**src/rtl/gmm_pkg.sv**
```systemverilog
`timescale 1ns / 1ps
// ----------------------------------------------------------------------------
// gmm_pkg
// Shared types and constants for the gap-method merge block.
// ----------------------------------------------------------------------------
package gmm_pkg;

    localparam int VALUE_W    = 64;
    localparam int LEN_W      = 6;
    localparam int POS_W      = 5;
    localparam int CFG_ADDR_W = 1;

    typedef logic signed [VALUE_W-1:0] t_value;

    typedef enum logic [CFG_ADDR_W-1:0] {
        CFG_FIRST_LEN  = 1'b0,
        CFG_SECOND_LEN = 1'b1
    } t_cfg_idx;

endpackage

```
**src/rtl/gap_method_inplace_merge_top.sv**
```systemverilog
`timescale 1ns / 1ps
// Loading takes one cycle per word; the merge starts the cycle after the last word.
// Merge: each compare-swap takes the states S_MCMP and S_MWR, set by the single
// write port of the element memory (lower and upper word are written in turn).
// Emit: per word a memory read, then the output register, plus output stall.
// Synchronous active-low reset clears control state and both length registers.
// ----------------------------------------------------------------------------
// gap_method_inplace_merge_top
// Loads two sorted runs into one memory, merges them with the gap method by
// read-compare-write sweeps, then streams the merged words out in order.
// ----------------------------------------------------------------------------
module gap_method_inplace_merge_top #(
    parameter int MAX_TOTAL = 32
) (
    input  logic                                 i_clk,
    input  logic                                 i_rst_n,
    input  logic                                 i_cfg_we,
    input  logic [gmm_pkg::CFG_ADDR_W-1:0]       i_cfg_addr,
    input  logic [gmm_pkg::LEN_W-1:0]            i_cfg_wdata,
    input  logic                                 i_valid,
    output logic                                 o_stall,
    input  gmm_pkg::t_value                      i_value,
    output logic                                 o_valid,
    input  logic                                 i_stall,
    output gmm_pkg::t_value                      o_value_res,
    output logic [gmm_pkg::POS_W-1:0]            o_position,
    output logic                                 o_in_second,
    output logic                                 o_last
);

    localparam int CNT_W  = $clog2(MAX_TOTAL + 1);
    localparam int ADDR_W = (MAX_TOTAL > 1) ? $clog2(MAX_TOTAL) : 1;
    localparam logic [6:0] MAX7 = 7'(MAX_TOTAL);

    typedef enum logic [2:0] {
        S_LOAD,
        S_MRD,
        S_MCMP,
        S_MWR,
        S_ERD,
        S_EWAIT
    } t_state;

    // configuration
    logic [gmm_pkg::LEN_W-1:0] r_first_len;
    logic [gmm_pkg::LEN_W-1:0] r_second_len;

    logic [6:0]       first7;
    logic [6:0]       room7;
    logic [6:0]       second7;
    logic [6:0]       total7;
    logic [CNT_W-1:0] total;

    always_ff @(posedge i_clk) begin
        if (!i_rst_n) begin
            r_first_len  <= '0;
            r_second_len <= '0;
        end else if (i_cfg_we) begin
            case (gmm_pkg::t_cfg_idx'(i_cfg_addr))
                gmm_pkg::CFG_FIRST_LEN:  r_first_len  <= i_cfg_wdata;
                gmm_pkg::CFG_SECOND_LEN: r_second_len <= i_cfg_wdata;
                default: ;
            endcase
        end
    end

    always_comb begin
        first7  = ({1'b0, r_first_len} > MAX7) ? MAX7 : {1'b0, r_first_len};
        room7   = MAX7 - first7;
        second7 = ({1'b0, r_second_len} > room7) ? room7 : {1'b0, r_second_len};
        total7  = first7 + second7;
        total   = total7[CNT_W-1:0];
    end

    // sequencer
    t_state                 r_state, n_state;
    logic [CNT_W-1:0]       r_load_cnt, n_load_cnt;
    logic [CNT_W-1:0]       r_gap, n_gap;
    logic [CNT_W-1:0]       r_pos, n_pos;
    gmm_pkg::t_value        r_hi_data, n_hi_data;
    logic                   r_out_valid, n_out_valid;
    gmm_pkg::t_value        r_out_value, n_out_value;
    logic [gmm_pkg::POS_W-1:0] r_out_pos, n_out_pos;
    logic                   r_out_second, n_out_second;
    logic                   r_out_last, n_out_last;

    logic                   in_acc;
    logic                   out_acc;
    logic [CNT_W:0]         pair_hi;
    logic [CNT_W-1:0]       pos_inc;
    logic [CNT_W:0]         next_hi;
    logic [6:0]             pos7;
    logic                   pos_last;
    logic                   swap;

    logic                   mem_we;
    logic [ADDR_W-1:0]      mem_waddr;
    gmm_pkg::t_value        mem_wdata;
    logic [ADDR_W-1:0]      mem_raddr_a;
    logic [ADDR_W-1:0]      mem_raddr_b;
    gmm_pkg::t_value        mem_rdata_a;
    gmm_pkg::t_value        mem_rdata_b;

    assign o_stall = (r_state != S_LOAD);
    assign in_acc  = i_valid && !o_stall;
    assign out_acc = r_out_valid && !i_stall;

    always_comb begin
        pair_hi  = {1'b0, r_pos} + {1'b0, r_gap};
        pos_inc  = r_pos + 1'b1;
        next_hi  = {1'b0, pos_inc} + {1'b0, r_gap};
        pos7     = 7'(r_pos);
        pos_last = ((pos7 + 7'd1) == total7);
        swap     = mem_rdata_a > mem_rdata_b;
    end

    always_comb begin
        n_state      = r_state;
        n_load_cnt   = r_load_cnt;
        n_gap        = r_gap;
        n_pos        = r_pos;
        n_hi_data    = r_hi_data;
        n_out_valid  = out_acc ? 1'b0 : r_out_valid;
        n_out_value  = r_out_value;
        n_out_pos    = r_out_pos;
        n_out_second = r_out_second;
        n_out_last   = r_out_last;
        mem_we       = 1'b0;
        mem_waddr    = r_load_cnt[ADDR_W-1:0];
        mem_wdata    = i_value;
        mem_raddr_a  = r_pos[ADDR_W-1:0];
        mem_raddr_b  = pair_hi[ADDR_W-1:0];

        case (r_state)
            S_LOAD: begin
                if (i_cfg_we) begin
                    n_load_cnt = '0;
                end else if (in_acc && (total != '0)) begin
                    mem_we = 1'b1;
                    if ((r_load_cnt + 1'b1) == total) begin
                        n_load_cnt = '0;
                        n_gap      = (total >> 1) + CNT_W'(total[0]);
                        n_pos      = '0;
                        n_state    = S_MRD;
                    end else begin
                        n_load_cnt = r_load_cnt + 1'b1;
                    end
                end
            end
            S_MRD: begin
                // start a pair, or close the pass
                if (pair_hi < {1'b0, total}) begin
                    n_state = S_MCMP;
                end else if (r_gap == CNT_W'(1)) begin
                    n_pos   = '0;
                    n_state = S_ERD;
                end else begin
                    n_gap = (r_gap >> 1) + CNT_W'(r_gap[0]);
                    n_pos = '0;
                end
            end
            S_MCMP: begin
                mem_we    = 1'b1;
                mem_waddr = r_pos[ADDR_W-1:0];
                mem_wdata = swap ? mem_rdata_b : mem_rdata_a;
                n_hi_data = swap ? mem_rdata_a : mem_rdata_b;
                n_state   = S_MWR;
            end
            S_MWR: begin
                // write upper word; overlap the read of the next pair
                mem_we      = 1'b1;
                mem_waddr   = pair_hi[ADDR_W-1:0];
                mem_wdata   = r_hi_data;
                mem_raddr_a = pos_inc[ADDR_W-1:0];
                mem_raddr_b = next_hi[ADDR_W-1:0];
                n_pos       = pos_inc;
                n_state     = (next_hi < {1'b0, total}) ? S_MCMP : S_MRD;
            end
            S_ERD: begin
                if (!r_out_valid || !i_stall) begin
                    n_state = S_EWAIT;
                end
            end
            S_EWAIT: begin
                n_out_valid  = 1'b1;
                n_out_value  = mem_rdata_a;
                n_out_pos    = pos7[gmm_pkg::POS_W-1:0];
                n_out_second = (pos7 >= first7);
                n_out_last   = pos_last;
                if (pos_last) begin
                    n_pos   = '0;
                    n_gap   = '0;
                    n_state = S_LOAD;
                end else begin
                    n_pos   = pos_inc;
                    n_state = S_ERD;
                end
            end
            default: begin
                n_state = S_LOAD;
            end
        endcase
    end

    always_ff @(posedge i_clk) begin
        if (!i_rst_n) begin
            r_state     <= S_LOAD;
            r_load_cnt  <= '0;
            r_gap       <= '0;
            r_pos       <= '0;
            r_out_valid <= 1'b0;
        end else begin
            r_state     <= n_state;
            r_load_cnt  <= n_load_cnt;
            r_gap       <= n_gap;
            r_pos       <= n_pos;
            r_out_valid <= n_out_valid;
        end
        r_hi_data    <= n_hi_data;
        r_out_value  <= n_out_value;
        r_out_pos    <= n_out_pos;
        r_out_second <= n_out_second;
        r_out_last   <= n_out_last;
    end

    gmm_mem #(
        .DEPTH  (MAX_TOTAL),
        .ADDR_W (ADDR_W)
    ) u_mem (
        .i_clk     (i_clk),
        .i_we      (mem_we),
        .i_waddr   (mem_waddr),
        .i_wdata   (mem_wdata),
        .i_raddr_a (mem_raddr_a),
        .i_raddr_b (mem_raddr_b),
        .o_rdata_a (mem_rdata_a),
        .o_rdata_b (mem_rdata_b)
    );

    assign o_valid     = r_out_valid;
    assign o_value_res = r_out_value;
    assign o_position  = r_out_pos;
    assign o_in_second = r_out_second;
    assign o_last      = r_out_last;

`ifndef ASSERT_OFF
    a_gap_nonzero: assert property (@(posedge i_clk) disable iff (!i_rst_n)
        (r_state == S_MRD || r_state == S_MCMP || r_state == S_MWR) |-> (r_gap != '0))
        else $error("merge running with zero gap");

    a_cmp_writes_lower: assert property (@(posedge i_clk) disable iff (!i_rst_n)
        (r_state == S_MCMP) |-> (mem_we && (mem_waddr == r_pos[ADDR_W-1:0])))
        else $error("compare cycle does not write lower word");

    a_last_position: assert property (@(posedge i_clk) disable iff (!i_rst_n)
        (o_valid && o_last) |-> (o_position == gmm_pkg::POS_W'(total7 - 7'd1)))
        else $error("last word at wrong position");

    a_emit_loads_free: assert property (@(posedge i_clk) disable iff (!i_rst_n)
        (r_state == S_EWAIT) |-> (!r_out_valid || !i_stall))
        else $error("output register overwritten while stalled");

    a_last_ends_batch: assert property (@(posedge i_clk) disable iff (!i_rst_n)
        (r_state == S_EWAIT && pos_last) |=> (r_state == S_LOAD && o_valid && o_last))
        else $error("batch did not close after last word");
`endif

endmodule

```
**src/rtl/gmm_mem.sv**
```systemverilog
`timescale 1ns / 1ps
// ----------------------------------------------------------------------------
// gmm_mem
// Element store: one write port, two registered read ports. A read of the
// entry written in the same cycle returns the new word.
// ----------------------------------------------------------------------------
module gmm_mem #(
    parameter int DEPTH  = 32,
    parameter int ADDR_W = 5
) (
    input  logic                  i_clk,
    input  logic                  i_we,
    input  logic [ADDR_W-1:0]     i_waddr,
    input  gmm_pkg::t_value       i_wdata,
    input  logic [ADDR_W-1:0]     i_raddr_a,
    input  logic [ADDR_W-1:0]     i_raddr_b,
    output gmm_pkg::t_value       o_rdata_a,
    output gmm_pkg::t_value       o_rdata_b
);

    gmm_pkg::t_value r_mem [DEPTH];
    gmm_pkg::t_value r_rdata_a;
    gmm_pkg::t_value r_rdata_b;

    always_ff @(posedge i_clk) begin
        if (i_we) begin
            r_mem[i_waddr] <= i_wdata;
        end
        r_rdata_a <= (i_we && (i_waddr == i_raddr_a)) ? i_wdata : r_mem[i_raddr_a];
        r_rdata_b <= (i_we && (i_waddr == i_raddr_b)) ? i_wdata : r_mem[i_raddr_b];
    end

    assign o_rdata_a = r_rdata_a;
    assign o_rdata_b = r_rdata_b;

endmodule
```
**config.mk**
```make
export PLATFORM = sky130hd
export DESIGN_NAME = gap_method_inplace_merge_top
export DESIGN_NICKNAME = d
export VERILOG_FILES = /design/src/rtl/gmm_pkg.sv /design/src/rtl/gap_method_inplace_merge_top.sv /design/src/rtl/gmm_mem.sv
export SDC_FILE = /design/constraint.sdc
export NUM_CORES = 2
export LEC_CHECK = 0
export BUFFER_PORTS_ARGS = -buffer_cell sky130_fd_sc_hd__buf_2
export CAP_MARGIN = 20
export CORE_MARGIN = 1.5
export CORE_UTILIZATION = 55
export DETAILED_ROUTE_END_ITERATION = 10
export PLACE_DENSITY = 0.7
export SYNTH_ARGS = -nofsm -noshare
export SYNTH_HDL_FRONTEND = slang
export SYNTH_SLANG_ARGS = --single-unit
```
**constraint.sdc**
```tcl
create_clock -name i_clk -period 8 [get_ports i_clk]
set_input_delay 1.2 -clock i_clk [delete_from_list [all_inputs] [get_ports i_clk]]
set_output_delay 1.2 -clock i_clk [all_outputs]
set_load 0.01 [all_outputs]
```
---- After elaboration in Yosys (flattened, before gate mapping) ----
Memory sizes are Yosys's and may differ from the RTL's. A register that Yosys moved wholly into a read port is not among the register bits.
Index checks and enable logic that the tools add are counted.
operators by class
  $add $sub $neg .......................... 9
  order comparisons ....................... 6
  equality and inequality tests ........... 16
  multiplexer cells ....................... 40
  bitwise logic cells ..................... 1
  reduce and logical (&&, ||, !) cells .... 21
operators with widths
  operator                                                            number
  64-bit 2-to-1 mux                                                   2
  64-bit case mux with 2 select lines                                 1
  6-bit 2-to-1 mux                                                    15
  64-bit greater-than comparator                                      1
  6-bit case mux with 4 select lines                                  1
  3-bit 2-to-1 mux                                                    7
  3-bit case mux with 6 select lines                                  1
  6-bit case mux with 3 select lines                                  1
  6-bit by 6-bit adder with 7-bit output                              2
  7-bit by 6-bit < comparator with 1-bit output                       2
  2-bit inequality test (second input constant)                       7
  5-bit by 1-bit adder with 6-bit output                              2
  6-bit by 1-bit adder with 6-bit output (second input constant)      2
  5-bit 2-to-1 mux                                                    2
  5-bit case mux with 2 select lines                                  1
  5-bit AND reduction                                                 2
  6-bit by 1-bit adder with 7-bit output (second input constant)      1
  6-bit by 7-bit adder with 7-bit output                              1
  7-bit == test                                                       1
  6-bit by 7-bit greater-than comparator with 1-bit output            1
  7-bit 2-to-1 mux                                                    1
  7-bit AND reduction                                                 1
  6-bit by 6-bit subtractor with 7-bit output (first input constant)  1
  3-bit by 2-bit == test with 1-bit output (second input constant)    2
  other kinds (21)                                                    35
storage, ports and cells
  flip-flop bits (word level) ............. 169
  bits in writable memories ............... 2048
  input port bits ......................... 76
  output and inout port bits .............. 73
  word-level logic and storage cells ...... 106
  memories ................................ 1
memory list
  memory       depth  bits a word  rd ports  clocked after Yosys merged registers in  wr ports  RTL line       source
  u_mem.r_mem  32     64           2         2                                        1         gmm_mem.sv:21  gmm_pkg::t_value r_mem [DEPTH];

---- Logic depth before layout (Yosys ltp) ----
  depth in word-level cells ............... 13
  depth in mapped cells ................... 26
  mapped depth without buffers ............ 26

---- Hierarchy ----
Synthesis repeated with hierarchy kept, for this count alone.
second synthesis, totals
  cell total of the unflattened synthesis .. 5701
  area total of the unflattened synthesis .. 107364.2 um^2
modules (own cells, without submodules)
  module                        times used  cells an instance  area each (um^2)  sequential area each (um^2)
  gmm_mem                       1           4321               94309.2           61699.2
  gap_method_inplace_merge_top  1           1380               13055.0           4734.5

---- Worst setup path before layout ----
Ideal clock, no wire load.
  kind .................................... register -> register
  start point ............................. register r_first_len[5] (netlist name)
  end point ............................... memory u_mem.r_mem[28][0] (netlist name), enable pin
  setup time .............................. 0.486 ns
  data arrival time ....................... 7.477 ns
  data required time ...................... 7.514 ns
  slack ................................... 0.036 ns
  stages on the path, launching flop included .. 23
  buffers on the path ..................... 0
  period minus slack after synthesis ...... 7.964 ns
  path through ............................ dfxtp_1 -> clkinv_1 -> nand2_1 -> ha_1 -> inv_1 -> ha_1 -> nor2b_1 -> o21a_1 -> o21a_1 -> o21ai_0 -> nand2b_1 -> a21oi_1 -> nor2_1 -> mux2_2 -> ha_1 -> a211o_1 -> a2111o_1 -> nand3_1 -> nand2b_1 -> nand3_1 -> o22ai_1 -> or3b_2 -> nor2_1
on the way
  longest elaborated chain between the ends .. 13
RTL lines
  element                                                   RTL line                             source
  from (decl)                                               gap_method_inplace_merge_top.sv:45   logic [gmm_pkg::LEN_W-1:0] r_first_len;
  from (signal assigned)                                    gap_method_inplace_merge_top.sv:60   gmm_pkg::CFG_FIRST_LEN: r_first_len <= i_cfg_wdata;
  6-bit greater-than comparator                             gap_method_inplace_merge_top.sv:68   first7 = ({1'b0, r_first_len} > MAX7) ? MAX7 : {1'b0, r_first_len};
  6-bit 2-to-1 mux (*)                                      gap_method_inplace_merge_top.sv:68
  6-bit by 6-bit subtractor with 7-bit output               gap_method_inplace_merge_top.sv:69   room7 = MAX7 - first7;
  6-bit by 7-bit greater-than comparator with 1-bit output  gap_method_inplace_merge_top.sv:70   second7 = ({1'b0, r_second_len} > room7) ? room7 : {1'b0, r_second_len};
  7-bit 2-to-1 mux                                          gap_method_inplace_merge_top.sv:70
  6-bit by 7-bit adder with 7-bit output (*)                gap_method_inplace_merge_top.sv:71   total7 = first7 + second7;
  6-bit nonzero test (*)                                    gap_method_inplace_merge_top.sv:138  end else if (in_acc && (total != '0)) begin
  1-bit logical AND (*)                                     gap_method_inplace_merge_top.sv:138
  1-bit 2-to-1 mux (*)                                      gap_method_inplace_merge_top.sv:138
  1-bit 2-to-1 mux (*)                                      gap_method_inplace_merge_top.sv:136  if (i_cfg_we) begin
  1-bit case mux with 2 select lines (*)                    gap_method_inplace_merge_top.sv:134  case (r_state)
  1-bit 2-to-1 mux (*)                                      gmm_mem.sv:26                        if (i_we) begin
  1-bit 2-to-1 mux (not written as such) (*)                gmm_mem.sv:27                        r_mem[i_waddr] <= i_wdata;
  to (decl)                                                 gmm_mem.sv:21
Every way passes the cells marked *; elsewhere a longest branch is shown, timed or not.

==> reports/results.txt <==
I/O Buffers - 148
die area - 195,000 sq um
max-slew violations - 0
Main synth FF type - edfxtp_1
initial DRC count - 9,406
critical path fanouts, max - 46
Worst slew margin - 25.4%
nets@finish - 5,617
starting density of the core - 55.5%
fillers - 12,800
I/O pin total - 149
Net Sw Frac - 29.1%
Worst Hold Class - flip-flop to flip-flop
routed vias - 60,100
Top cell by count, worst path - buf_4
EDFF count, synth - 2,183
NetSw - 9.16 mW
gr usage total - 32.9%
RSZ-0062 raised after global routing - false
skew final - 0.0326 ns
synth warn - 0
count of final setup violators - 0
TritonCTS clock tree - built
share of power burned in registers - 42.2%
CTS H-tree depth - 4
WL per Instance - 39.3 um
WP data arrival - 8.14 ns
hold-fix buffers at CTS - 0
Synth Register Bits - 2,227
buffers and inverters on the worst path - 7
Post-Syn Instances - 5,172
clk slew on worst S/H paths - 0.06 ns
Period minus WS final - 7.49 ns
worst skew pair latency - 0.88 ns
Fin. Hold Viols - 0
ANT nets after route - 0
Req. time, crit path - 8.65 ns
Clk network pwr share - 32.8%
Crit path max-delay family - buffers and inverters
layout cells sized above 1 - 39.3%
Max Cap Viol - 0
Comb pwr share - 25.1%
average cell area after synthesis - 20.5 sq um
initial antenna violation count - 11
largest net degree at the start of global routing - 101
worst-path cell chain - buf_12 -> buf_4 -> buf_4 -> mux4_2 -> mux4_2 -> mux2_2 -> ha_1 -> nand4_1 -> nor4_1 -> inv_1 -> a21oi_1 -> nor4_1 -> buf_4 -> o2111ai_4 -> buf_4 -> a21oi_2 -> o21ai_1 -> buf_4
GP Congestion - 0.837
Die H - 442 um
status - complete, no violations
Worst setup SP type - flip-flop
CP endpoint - u_mem.r_mem[8][49]
drt via density - 7.40
Max Freq - 0.134 GHz
Critical R2R Capture - u_mem.r_mem[8][49]
Clock Tree Buf Depth - 3
Synth async-reset ratio - 0%
global-route wire length before repair - 452,000 um
Final Util - 62.2%
final setup TNS - 0 ns
net count after synthesis - 5,363
Inserted Clock Buffers - 222
GRT overflow - 0
vias in the first global route - 60,000
Critical Path Stages - 18
Cell Area, Synth - 106,000 sq um
Final Routed Wirelength - 319,000 um
Worst Tran Pin Value - 1.12 ns
clk root buf - clkbuf_16
setup slack, reg-to-reg - 0.51 ns
worst vdd ir - 0.000612 V
core area - 191,000 sq um
Final HPWL DP - 174,000 um
register area share after synthesis - 62.7%
leading area contributor after synthesis - edfxtp_1
CTS Sinks - 2,227
kind of end point of the critical path - flip-flop
slowest CP cell - buf_4
DRT Pass-1 Iters - 7
Setup CP Type - flip-flop to flip-flop
internal power - 22.3 mW
Distinct cells, synth - 75
Yosys top cell area share - 61.9%
Synth-to-Final Area Change - 12.1%
Synth area leaders - edfxtp_1, mux4_2, ha_1
post-CTS sizing - 0
die width - 442 um
CP peak stage delay - 0.81 ns
period utilisation layout - 93.6%
path depth of the worst reg2reg path - 18
PwrDens - 265 nW/um^2
Post-CTS Setup Inserts - 0
Rows - 160
P_leak - 36.4 nW
Overall Power - 31.4 mW
# DRC - 0
[cells by family (layout without fill, tap and decap cells)]
family | Yosys count | count (layout) | synth area share (%)
simple gates | 380 | 380 | 1.85
other cells | 0 | 9 | 0
mux | 1485 | 1485 | 29.2
xor+xnor | 38 | 38 | 0.353
buf+inv | 488 | 922 | 1.89
fa+ha+maj | 117 | 117 | 1.40
compound gates | 437 | 437 | 2.51
flops | 2227 | 2227 | 62.7
[final cells by class]
type | count | area [sq um] | share of cell area (%)
timing repair buffer | 416 | 3780 | 3.18
tap | 2511 | 3140 | 2.65
clock buffer | 287 | 5940 | 5.01
multi-input combinational | 2457 | 37800 | 31.9
sequential | 2227 | 66500 | 56.0
inverter | 102 | 388 | 0.327
antenna | 9 | 22.5 | 0.0190
clock inverter | 117 | 1130 | 0.950
[per-layer routing]
metal,global-route usage (%),up-vias,routed length [um]
met1,45.4,32200,115000
met5,0,-,0
li1,-,23000,-
met2,52.1,4230,154000
met4,14.6,0,14800
met3,6.08,666,34900
[layout by cell type (no fill, tap or decap), drive strengths merged, types with 86 or more instances in the layout]
cell / n
clkbuf: 287
a21oi: 189
edfxtp: 2183
mux4: 1280
clkinv: 86
ha: 112
nand3: 86
mux2i: 139
inv: 110
o21ai: 152
buf: 416
[worst reg2reg max path, stage by stage (launching register included)]
cell and delay (ns):
dfxtp_4 0.71, buf_12 0.40, buf_4 0.63, buf_4 0.59, mux4_2 0.45, mux4_2 0.48, mux2_2 0.38, ha_1 0.36
nand4_1 0.23, nor4_1 0.36, inv_1 0.21, a21oi_1 0.22, nor4_1 0.11, buf_4 0.20, o2111ai_4 0.28, buf_4 0.82
a21oi_2 0.15, o21ai_1 0.34, buf_4 0.35
[Yosys cell counts, types with 10 or more instances]
| library cell | number |
|---|---|
| a21o_1 | 26 |
| a21oi_1 | 139 |
| a21oi_2 | 50 |
| and3_1 | 69 |
| buf_1 | 115 |
| buf_2 | 16 |
| clkbuf_1 | 242 |
| dfxtp_1 | 44 |
| edfxtp_1 | 2183 |
| ha_1 | 112 |
| inv_1 | 101 |
| mux2_2 | 66 |
| mux2i_1 | 139 |
| mux4_2 | 1280 |
| nand2_1 | 69 |
| nand2b_1 | 15 |
| nand3_1 | 86 |
| nand4_1 | 17 |
| nor2_1 | 70 |
| o21ai_0 | 71 |
| o21ai_1 | 81 |
| xnor2_1 | 25 |
| xor2_1 | 10 |
[how the worst min path moves through the flow]
stage                      endpoint            start  slack, ns  cells after the start
detailed placement  r_second_len[0]  r_second_len[0]       0.45                      2
finish              r_second_len[0]  r_second_len[0]       0.45                      2
global route        r_second_len[0]  r_second_len[0]       0.49                      2
CTS                 r_second_len[0]  r_second_len[0]       0.46                      2
global placement    r_second_len[0]  r_second_len[0]       0.45                      2
floorplan           r_second_len[0]  r_second_len[0]       0.44                      2
[state kept, by name, indices dropped and copies added (netlist names), named ones only]
signal,count
o_in_second,1
o_last,1
o_position,5
o_valid,1
o_value_res,64
r_first_len,6
r_gap,6
r_hi_data,64
r_load_cnt,6
r_pos,6
r_second_len,6
r_state,3
u_mem.r_mem,2048
[power by group through the flow]
| stage | clock (mW) | sequential, mW | combinational (mW) |
|---|---|---|---|
| floorplan | 0 | 13.4 | 5.41 |
| global placement | 0 | 13.5 | 7.71 |
| detailed placement | 0 | 13.5 | 7.78 |
| CTS | 10.4 | 13.3 | 7.81 |
| global route | 10.8 | 13.3 | 8.25 |
| finish | 10.3 | 13.3 | 7.88 |
[metrics by stage]
stage	setup slack [ns]	area, sq um	cells	hold slack [ns]
floorplan	0.0364	106000	5172	0.436
global placement	0.707	112000	7713	0.452
detailed placement	0.734	112000	7713	0.451
CTS	0.689	119000	8117	0.458
global route	0.467	119000	8123	0.493
finish	0.510	119000	8126	0.453
No activity file was read; power rests on OpenSTA's default activity.
